===== config.mk =====
export PLATFORM = sky130hd
export DESIGN_NAME = gbs_ctrl
export DESIGN_NICKNAME = d
export VERILOG_FILES = /design/src/sv/gbs_pkg.sv /design/src/sv/gbs_ctrl.sv
export SDC_FILE = /design/constraint.sdc
export NUM_CORES = 1
export LEC_CHECK = 0
export BUFFER_PORTS_ARGS = -buffer_cell sky130_fd_sc_hd__clkbuf_2
export CAP_MARGIN = 20
export CORE_AREA = 2 2 39 41
export DETAILED_ROUTE_END_ITERATION = 10
export DIE_AREA = 0 0 41 43
export SKIP_CTS_REPAIR_TIMING = 1
export SLEW_MARGIN = 20
export SYNTH_ARGS = -nofsm -noshare
export SYNTH_HDL_FRONTEND = slang
export SYNTH_SLANG_ARGS = --single-unit

===== constraint.sdc =====
create_clock -name clk -period 4.44 [get_ports clk]
set_clock_uncertainty 0.2 [all_clocks]
set_input_delay 0.444 -clock clk [delete_from_list [all_inputs] [get_ports clk]]
set_output_delay 0.444 -clock clk [all_outputs]
set_load 0.01 [all_outputs]

===== src/sv/gbs_pkg.sv =====
package gbs_pkg;

  localparam int CoordW = 16;
  localparam int SizeW  = 15;
  localparam int ThrW   = 9;
  localparam int IdxW   = 16;
  localparam int EdgeW  = 17;               // x + w fits in 17 signed bits
  localparam int AreaW  = 30;               // 15 x 15 unsigned
  localparam int UnionW = 31;
  localparam int LhsW   = AreaW + 8;        // inter * 256
  localparam int RhsW   = UnionW + ThrW;    // threshold * union
  localparam logic [ThrW-1:0] ThrReset = 9'd115;

  typedef struct packed {
    logic signed [CoordW-1:0] box_x;
    logic signed [CoordW-1:0] box_y;
    logic [SizeW-1:0]         box_w;
    logic [SizeW-1:0]         box_h;
    logic                     frame_start;
  } in_item_t;

  typedef struct packed {
    logic            keep;
    logic [IdxW-1:0] box_index;
    logic            overflow;
  } out_item_t;

  typedef struct packed {
    logic signed [CoordW-1:0] x;
    logic signed [CoordW-1:0] y;
    logic [SizeW-1:0]         w;
    logic [SizeW-1:0]         h;
  } box_t;

  // controller -> datapath
  typedef struct packed {
    logic load;       // capture input box
    logic clear;      // frame start: empty list
    logic rd_issue;   // issue memory read for current scan position
    logic cmp_en;     // candidate data valid in the compare pipeline
    logic store;      // append box if kept and room
  } dp_cmd_t;

  // datapath -> controller
  typedef struct packed {
    logic scan_done;  // all reads issued
    logic pipe_empty; // no compare in flight
  } dp_stat_t;

endpackage


===== src/sv/gbs_ctrl.sv =====
module gbs_ctrl import gbs_pkg::*; (
  input  logic     clk,
  input  logic     rst,
  input  logic     in_valid,
  output logic     in_ready,
  input  logic     in_frame_start,
  output logic     out_valid,
  input  logic     out_ready,
  input  dp_stat_t stat,
  output dp_cmd_t  cmd
);

  typedef enum logic [1:0] {IDLE, SCAN, DRAIN, FINISH} state_t;
  state_t state;
  logic   rd_pend;

  // result register frees when taken; next box may load meanwhile
  assign in_ready = (state == IDLE);

  always_comb begin
    cmd          = '0;
    cmd.load     = in_valid && in_ready;
    cmd.clear    = cmd.load && in_frame_start;
    cmd.rd_issue = (state == SCAN) && !stat.scan_done;
    cmd.cmp_en   = rd_pend;
    cmd.store    = (state == FINISH) && (!out_valid || out_ready);
  end

  always_ff @(posedge clk) begin
    if (rst) begin
      state     <= IDLE;
      out_valid <= 1'b0;
      rd_pend   <= 1'b0;
    end else begin
      rd_pend <= cmd.rd_issue;
      if (cmd.store) begin
        out_valid <= 1'b1;
      end else if (out_ready) begin
        out_valid <= 1'b0;
      end
      case (state)
        IDLE:   if (cmd.load) state <= SCAN;
        SCAN:   if (stat.scan_done) state <= DRAIN;
        DRAIN:  if (stat.pipe_empty && !rd_pend) state <= FINISH;
        FINISH: if (cmd.store) state <= IDLE;
        default: state <= IDLE;
      endcase
    end
  end

  assert property (@(posedge clk) disable iff (rst) cmd.store |-> state == FINISH)
    else $error("store outside finish");
  assert property (@(posedge clk) disable iff (rst) cmd.load |=> state == SCAN)
    else $error("load did not start scan");
  assert property (@(posedge clk) disable iff (rst)
    (state == FINISH && out_valid && !out_ready) |=> state == FINISH)
    else $error("result overwritten under stall");

endmodule


==> impl_metrics.env, run 1 <==
export IMPL_synth_top_family_by_area="simple AND/OR/NAND/NOR gates"
export IMPL_cts_reportedPaths_clkPinSlew_ns=0.04
export IMPL_cp_data_arrival_time_ns=1.19
export IMPL_routedWlPerCell_um=8.450
export IMPL_power_share_clock_pct=19.8
export IMPL_p_per_area_nw_per_um2=592.9
export IMPL_tns_ns=0
export IMPL_cap_violations=0
export IMPL_tightest_slew_ns=0.3180
export IMPL_die_height_um=43
export IMPL_finalCriticalPeriod_ns=1.837
export IMPL_status="finished, final reports clean"
export IMPL_synth_cell_types=18
export IMPL_ys_warn_count=0
export IMPL_root_buffer="clkbuf_4"
export IMPL_worst_path_buf_inv=2
export IMPL_clock_sinks=4
export IMPL_insertedDiodeCount=0
export IMPL_synth_top_area_share_pct=27.71
export IMPL_finalMaxSlewViolations=0
export IMPL_synthXorXnorAreaFrac_pct=0
export IMPL_critPathMaxFanout=5
export IMPL_synth_seq_cells=4
export IMPL_cp_slowest_cell="dfxtp_1"
export IMPL_max_stage_delay_ns=0.37
export IMPL_cts_buffers=3
export IMPL_net_switching_power_w=0.00008660
export IMPL_utilization_pct=28.12
export IMPL_synth_area_leaders="dfxtp_1 28%, ha_1 17%, a2111oi_4 9.5%"
export IMPL_setup_viol=0
export IMPL_combPwrFrac_pct=54.7
export IMPL_synth_compound_area_share_pct=17.32
export IMPL_clock_latency_ns=0.24
export IMPL_grt_ovfl_total=0
export IMPL_synth_top_cell_by_area="dfxtp_1"
export IMPL_grt_pass1_vias=229
export IMPL_synth_nets=40
export IMPL_grt_max_degree=6
export IMPL_dieArea_sq_um=1763
export IMPL_crit_chain="inv_1, ha_1, and3_1, clkbuf_2"
export IMPL_placed_area_sq_um=366.6
export IMPL_dp_hpwl_um=444.2
export IMPL_initial_utilization_pct=20.89
export IMPL_fin_nets=57
export IMPL_die_width_um=41
export IMPL_core_area_sq_um=1384
export IMPL_sequentialPowerShare_pct=25.6
export IMPL_drive_gt1_share_pct=43.18
export IMPL_rows=14
export IMPL_fmax_ghz=0.5443
export IMPL_grt_util_all_layers_pct=8.333
export IMPL_irDropWorstVdd_mv=0.1899
export IMPL_sw_frac_of_total_pct=37.54
export IMPL_vias=243
export IMPL_cp_end_kind="primary output"
export IMPL_synthAdderAreaFrac_pct=17.32
export IMPL_max_slew_margin_pct=78.80
export IMPL_clockBufferDepth=2
export IMPL_fin_crit_sh_pct=41.38
export IMPL_pin_count=14
export IMPL_synth_cells=29
export IMPL_portBuffers=13
export IMPL_crit_required_ns=3.80
export IMPL_synth_yosys_seq_area_share_pct=27.71
export IMPL_htreeDepth=1
export IMPL_wirelength_um=507
export IMPL_drcViolationCount=0
export IMPL_synthesis_area_sq_um=289.0
export IMPL_synth_avg_cell_area_sq_um=9.966
export IMPL_antenna_found_initial=0
export IMPL_drtIter0Drc=1
export IMPL_final_antenna_net_count=0
export IMPL_vias_per_cell=4.050
export IMPL_path_class="register to primary output"
export IMPL_cts_tree="yes"
export IMPL_finalWeightedCongestion=0.6084
export IMPL_area_growth_pct=34.63
export IMPL_p_leak_nw=0.2062
export IMPL_rsz0062_at_grt="false"
export IMPL_first_pass_iters=2
export IMPL_start_kind="register"
export IMPL_hold_viol=0
export IMPL_path_delay_family="flip-flops"
export IMPL_hp_class="input pin to register"
export IMPL_synth_mux_area_share_pct=3.463
export IMPL_yosys_area_share_simple_pct=26.41
export IMPL_p_int_w=0.0001441
export IMPL_postLayoutCellArea_sq_um=389.1
export IMPL_grt_pass1_wl_um=876
[metal layers]
layer  global-route usage, %  part of all wire [%]  wire [um]  up-vias
met5                       0                     0          0        -
met4                   4.000                   1.6          8        0
met3                   9.424                   6.3         32        2
met2                   11.88                    58        296        5
met1                   6.752                    34        170      110
li1                        -                     -          -      126
[flip-flops by register name, summed over array words and instances, names as in the netlist]
register,cells
out_valid,1
state,2
rd_pend,1
[layout by cell type, fill, tap and decap left out, types with 2 or more instances in the layout]
cell type | Yosys | final
inv_1 | 4 | 4
clkbuf_2 | 0 | 13
and2_1 | 2 | 2
nand2_1 | 2 | 2
dfxtp_1 | 4 | 4
clkbuf_4 | 0 | 3
ha_1 | 4 | 4
[final cells by class]
cell class,instances,area (sq um)
multi-input cells,20,186.4
repair buffers,13,65.06
well taps,16,20.02
clock buffers,3,22.52
fillers,155,994.7
flip-flops and latches,4,80.08
inverters,4,15.01
[metrics by stage]
stage / total power, W / hold WS, ns / worst slack [ns] / cells
after floorplan: 0.0001547 / 0.2677 / 2.797 / 29
after global placement: 0.0001867 / 0.2859 / 2.737 / 57
after detailed placement: 0.0001886 / 0.2978 / 2.716 / 57
after CTS: 0.0002367 / 0.1782 / 2.583 / 60
after global routing: 0.0002571 / 0.1797 / 2.480 / 60
final: 0.0002307 / 0.1884 / 2.603 / 60
[worst register-to-register path, cell delays in order (launching register included)]
cell	delay [ns]
dfxtp_1	0.37
inv_1	0.08
ha_1	0.24
nor2b_1	0.17
a2111oi_4	0.38
mux2i_1	0.21
[synth_stat cells]
cell,n
nor2b_1,1
and3b_4,1
nand2b_1,1
buf_4,1
dfxtp_1,4
a21oi_1,1
and2_1,2
mux2i_1,1
nand2_1,2
a2111oi_4,1
inv_1,4
ha_1,4
or4_1,1
a21boi_1,1
nor2b_4,1
o211a_1,1
and3_1,1
nor2_1,1
[worst paths after layout]
kind	startpoint	to	slack (ns)	depth (start not counted)
hold / removal	rst	out_valid	0.19	2
hold reg to reg	state[1]	state[1]	0.30	2
setup / recovery	state[0]	cmd[3]	2.60	4
setup reg to reg	state[0]	state[1]	2.72	5
[power by group through the flow]
stage	combinational (W)	sequential, W	clock, W
after floorplan	0.0000967	0.0000580	0
after global placement	0.000127	0.0000596	0
after detailed placement	0.000129	0.0000595	0
after CTS	0.000129	0.0000593	0.0000483
after global routing	0.000143	0.0000610	0.0000536
final	0.000126	0.0000590	0.0000456
[kinds of logic (layout without fill, tap and decap cells)]
logic type | after synthesis | in the layout
compound gates | 4 | 4
fa+ha+maj | 4 | 4
buf+inv | 5 | 20
flops | 4 | 4
mux | 1 | 1
simple gates | 11 | 11
No activity file was read; power rests on OpenSTA's default activity.
==> run 2, diff against run 1 <==
Clock period 4.44 ns to 1.9 ns, I/O delays scaled along.
==> run 2 against run 1 <==
Register-to-register slack got worse by 2.5 ns. Total power increased by 130%. Wire length increased by 3.6%. Final cell count increased by 1.7%. Combinational power increased by 130%.
==> impl_metrics.env, run 2 (same netlist as run 1, synthesis figures left out) <==
export IMPL_largest_reg_flops=2
export IMPL_utilization_pct=28.84
export IMPL_grt_ovfl_total=0
export IMPL_final_common_cell="clkbuf_2"
export IMPL_core_area_sq_um=1384
export IMPL_hp_class="input pin to register"
export IMPL_fin_crit_sh_pct=89.54
export IMPL_n_fill_cell=157
export IMPL_grt_max_degree=6
export IMPL_cp_data_arrival_time_ns=1.67
export IMPL_p_int_w=0.0003392
export IMPL_critPathLaunch="state[0]"
export IMPL_finalWeightedCongestion=0.6563
export IMPL_worstRegToRegCells=5
export IMPL_wirelength_um=525
export IMPL_cts_tree="yes"
export IMPL_tightest_slew_ns=0.2941
export IMPL_insertedDiodeCount=0
export IMPL_clockBufferDepth=2
export IMPL_hold_viol=0
export IMPL_reg2reg_to="state[1]"
export IMPL_drtIter0Drc=0
export IMPL_first_pass_iters=1
export IMPL_max_stage_delay_ns=0.38
export IMPL_final_cell_mix="13 x clkbuf_2, 4 x inv_1, 4 x ha_1, 4 x dfxtp_1, 3 x clkbuf_4"
export IMPL_dp_hpwl_um=437
export IMPL_antenna_found_initial=0
export IMPL_portBuffers=13
export IMPL_rsz0062_at_grt="false"
export IMPL_dieArea_sq_um=1763
export IMPL_max_slew_margin_pct=80.39
export IMPL_area_growth_pct=38.10
export IMPL_finalMaxSlewViolations=0
export IMPL_sw_frac_of_total_pct=37.35
export IMPL_hp_start="out_ready"
export IMPL_vias_per_cell=4.049
export IMPL_finalCriticalPeriod_ns=1.701
export IMPL_grt_util_all_layers_pct=7.839
export IMPL_cp_end_kind="register"
export IMPL_placed_area_sq_um=366.6
export IMPL_fin_nets=58
export IMPL_path_class="register to register"
export IMPL_initial_utilization_pct=20.89
export IMPL_clock_sinks=4
export IMPL_net_switching_power_w=0.0002022
export IMPL_crit_chain="inv_1, ha_1, nor2b_1, a2111oi_4, mux2i_1"
export IMPL_sequentialPowerShare_pct=25.6
export IMPL_critPathMaxFanout=5
export IMPL_cts_reportedPaths_clkPinSlew_ns=0.04
export IMPL_p_leak_nw=0.2104
export IMPL_final_antenna_net_count=0
export IMPL_root_buffer="clkbuf_4"
export IMPL_rows=14
export IMPL_setup_viol=0
export IMPL_drive_gt1_share_pct=42.22
export IMPL_start_kind="register"
export IMPL_pin_count=14
export IMPL_grt_pass1_vias=227
export IMPL_postLayoutCellArea_sq_um=399.1
export IMPL_r2r_start="state[0]"
export IMPL_reg2reg_slack_ns=0.20
export IMPL_whs_ns=0.06409
export IMPL_routedWlPerCell_um=8.607
export IMPL_holdPathEnd="out_valid"
export IMPL_drcViolationCount=0
export IMPL_finalPower_w=0.0005413
export IMPL_htreeDepth=1
export IMPL_irDropWorstVdd_mv=0.2843
export IMPL_vias=247
export IMPL_min_delay_path_depth=4
export IMPL_reg_top3="state (2), out_valid (1), rd_pend (1)"
export IMPL_power_share_clock_pct=19.8
export IMPL_grt_pass1_wl_um=869
export IMPL_p_per_area_nw_per_um2=1356
export IMPL_clock_latency_ns=0.23
export IMPL_fmax_ghz=0.5878
export IMPL_top_register="state"
export IMPL_status="finished, final reports clean"
export IMPL_cap_violations=0
export IMPL_cts_buffers=3
export IMPL_die_width_um=41
export IMPL_die_height_um=43
export IMPL_combPwrFrac_pct=54.6
export IMPL_tns_ns=0
export IMPL_crit_required_ns=1.86
export IMPL_cp_slowest_cell="dfxtp_1"
run 2: cell type report:
class	count	area (sq um)	area share [%]
Sequential cell	4	80.08	20.06
Tap cell	16	20.02	5.016
Inverter	4	15.01	3.762
Timing Repair Buffer	14	75.07	18.81
Clock buffer	3	22.52	5.643
Multi-Input combinational cell	20	186.4	46.71
run 2: worst max path at each step:
stage,to,cells after the start,slack [ns]
after floorplan,state[1],5,0.26
after global placement,state[0],5,0.21
after detailed placement,state[1],5,0.19
after CTS,state[1],5,0.18
after global routing,state[1],5,0.07
final,state[1],5,0.20
run 2: per-stage QoR:
stage               setup slack (ns)  std cells
floorplan                     0.2570         29
global placement              0.2126         57
detailed placement            0.1936         57
CTS                           0.1833         60
global route                 0.06659         61
finish                        0.1988         61
run 2: critical path: cells and delay by family, from the launching register on:
| family | cells | cell delay [ns] |
|---|---|---|
| AOI/OAI and AO/OA | 1 | 0.35 |
| adders and majority gates | 1 | 0.23 |
| buffers and inverters | 1 | 0.08 |
| DFF | 1 | 0.38 |
| muxes | 1 | 0.22 |
| and+or+nand+nor | 1 | 0.16 |
run 2: layer usage:
| layer | part of all wire (%) | GRT usage (%) |
|---|---|---|
| met5 | 0 | 0 |
| met4 | 0 | 0 |
| met3 | 8.6 | 9.424 |
| met2 | 56 | 11.56 |
| met1 | 35 | 7.419 |
run 2: power by group through the flow:
stage | registers [W] | clock network [W] | logic [W]
final | 0.000139 | 0.000107 | 0.000295
after global routing | 0.000144 | 0.000122 | 0.000335
after CTS | 0.000140 | 0.000115 | 0.000300
after detailed placement | 0.000141 | 0 | 0.000299
after global placement | 0.000141 | 0 | 0.000297
after floorplan | 0.000135 | 0 | 0.000226
==> run 3, diff against run 2 <==
Settings changed: CORE_AREA 2 2 39 41 to 5 5 42 44, DIE_AREA 0 0 41 43 to 0 0 47 49.
==> run 3 against run 2 <==
Sequential share of layout area unchanged. Sequential cell count unchanged. Critical path depth unchanged. Clock power about the same. Wire length increased by 3.6%. Largest cell class unchanged. Global-route usage decreased by 1.1 points. Largest power group unchanged.
==> impl_metrics.env, run 3 (same netlist as run 1, synthesis figures left out) <==
export IMPL_cp_endpoint="state[1]"
export IMPL_dp_cells=57
export IMPL_sequentialPowerShare_pct=25.9
export IMPL_routedWlPerCell_um=8.918
export IMPL_tightest_slew_ns=0.3059
export IMPL_worstRegToRegCells=5
export IMPL_final_cell_mix="13 x clkbuf_2, 4 x inv_1, 4 x ha_1, 4 x dfxtp_1, 3 x clkbuf_4"
export IMPL_cp_data_arrival_time_ns=1.69
export IMPL_insertedDiodeCount=0
export IMPL_start_kind="register"
export IMPL_final_antenna_net_count=0
export IMPL_grt_ovfl_total=0
export IMPL_rows=14
export IMPL_htreeDepth=1
export IMPL_irDropWorstVdd_mv=0.4649
export IMPL_crit_required_ns=1.87
export IMPL_grt_pass1_wl_um=1041
export IMPL_antenna_found_initial=0
export IMPL_final_cells=61
export IMPL_vias_per_cell=4.000
export IMPL_critPathLaunch="state[0]"
export IMPL_tns_ns=0
export IMPL_drive_gt1_share_pct=42.22
export IMPL_dieArea_sq_um=2303
export IMPL_finalMaxSlewViolations=0
export IMPL_vias=244
export IMPL_final_common_cell="clkbuf_2"
export IMPL_fin_crit_sh_pct=90.47
export IMPL_hold_viol=0
export IMPL_drcViolationCount=0
export IMPL_cap_violations=0
export IMPL_p_per_area_nw_per_um2=1349
export IMPL_n_fill_cell=167
export IMPL_cp_end_kind="register"
export IMPL_sw_frac_of_total_pct=37.15
export IMPL_largest_reg_flops=2
export IMPL_portBuffers=13
export IMPL_die_width_um=47
export IMPL_die_height_um=49
export IMPL_pin_count=14
export IMPL_core_area_sq_um=1401
export IMPL_p_int_w=0.0003383
export IMPL_clock_latency_ns=0.23
export IMPL_critPathMaxFanout=5
export IMPL_reg_top3="state (2), out_valid (1), rd_pend (1)"
export IMPL_r2r_start="state[0]"
export IMPL_drtIter0Drc=1
export IMPL_fin_nets=58
export IMPL_clockBufferDepth=2
export IMPL_combPwrFrac_pct=54.5
export IMPL_fmax_ghz=0.5818
export IMPL_root_buffer="clkbuf_4"
export IMPL_crit_chain="inv_1, ha_1, nor2b_1, a2111oi_4, mux2i_1"
export IMPL_clock_sinks=4
export IMPL_finalCriticalPeriod_ns=1.719
export IMPL_path_class="register to register"
export IMPL_grt_util_all_layers_pct=6.690
export IMPL_reg2reg_slack_ns=0.18
export IMPL_setup_viol=0
export IMPL_cts_buffers=3
export IMPL_status="finished, final reports clean"
export IMPL_first_pass_iters=2
export IMPL_rsz0062_at_grt="false"
export IMPL_initial_utilization_pct=20.62
export IMPL_max_stage_delay_ns=0.38
export IMPL_power_share_clock_pct=19.6
export IMPL_multi_input_area_sq_um=186.4
export IMPL_wirelength_um=544
export IMPL_finalWeightedCongestion=0.6314
export IMPL_net_switching_power_w=0.0001999
export IMPL_grt_max_degree=6
export IMPL_finalPower_w=0.0005383
export IMPL_hp_class="input pin to register"
export IMPL_grt_pass1_vias=257
export IMPL_dp_hpwl_um=462.2
export IMPL_cts_tree="yes"
export IMPL_max_slew_margin_pct=79.61
export IMPL_area_growth_pct=38.10
export IMPL_cts_reportedPaths_clkPinSlew_ns=0.04
export IMPL_cp_slowest_cell="dfxtp_1"
export IMPL_ff_latch_area_sq_um=80.08
export IMPL_reg2reg_to="state[1]"
export IMPL_p_leak_nw=0.2104
export IMPL_top_register="state"
==> run 3: metal layers <==
layer  up-vias  GRT usage, %  routed length, um
li1        128             -                  -
met1       109         5.714                189
met2         7         9.502                298
met3         0         6.642                 55
met4         0         4.147                  0
met5         -             0                  0
==> run 3: worst min-delay path by stage <==
stage                         start        end  slack, ns  cells past startpoint
after floorplan                 rst  out_valid       0.06                      1
after global placement          rst  out_valid       0.17                      2
after detailed placement        rst  out_valid       0.18                      2
after CTS                       rst  out_valid      -0.08                      2
after global routing        stat[1]    rd_pend        0.1                      3
final                     out_ready  out_valid       0.07                      4
==> run 3: final cells by class <==
type,count,share of cell area [%]
multi-input combinational,20,46.71
tap,16,5.016
clock buffer,3,5.643
inverter,4,3.762
sequential,4,20.06
timing repair buffer,14,18.81
==> run 3: metrics by stage <==
step | hold slack, ns | instance area [sq um] | util, % | worst slack (ns)
6_report | 0.06574 | 399.1 | 28.48 | 0.1811
5_1_grt | 0.09703 | 399.1 | 28.48 | 0.01896
4_1_cts | -0.07962 | 389.1 | 27.77 | 0.1674
3_5_place_dp | 0.1774 | 366.6 | 26.16 | 0.1739
3_3_place_gp | 0.1728 | 366.6 | 26.16 | 0.1685
2_1_floorplan | 0.06238 | 289.0 | - | 0.2570
==> run 3: power by group through the flow <==
stage | Combinational, W | Clock [W] | Sequential [W]
finish | 0.000293 | 0.000106 | 0.000139
global route | 0.000339 | 0.000122 | 0.000144
global placement | 0.000300 | 0 | 0.000139
CTS | 0.000300 | 0.000113 | 0.000139
floorplan | 0.000226 | 0 | 0.000135
detailed placement | 0.000300 | 0 | 0.000141
==> run 3: critical path, delay by kind of cell (launching register included) <==
family,cells,cell delay [ns]
AO/OA/AOI/OAI,1,0.36
adder cells (fa/ha/maj),1,0.24
buffers and inverters,1,0.09
flip-flops,1,0.38
multiplexers,1,0.21
AND/OR/NAND/NOR,1,0.17
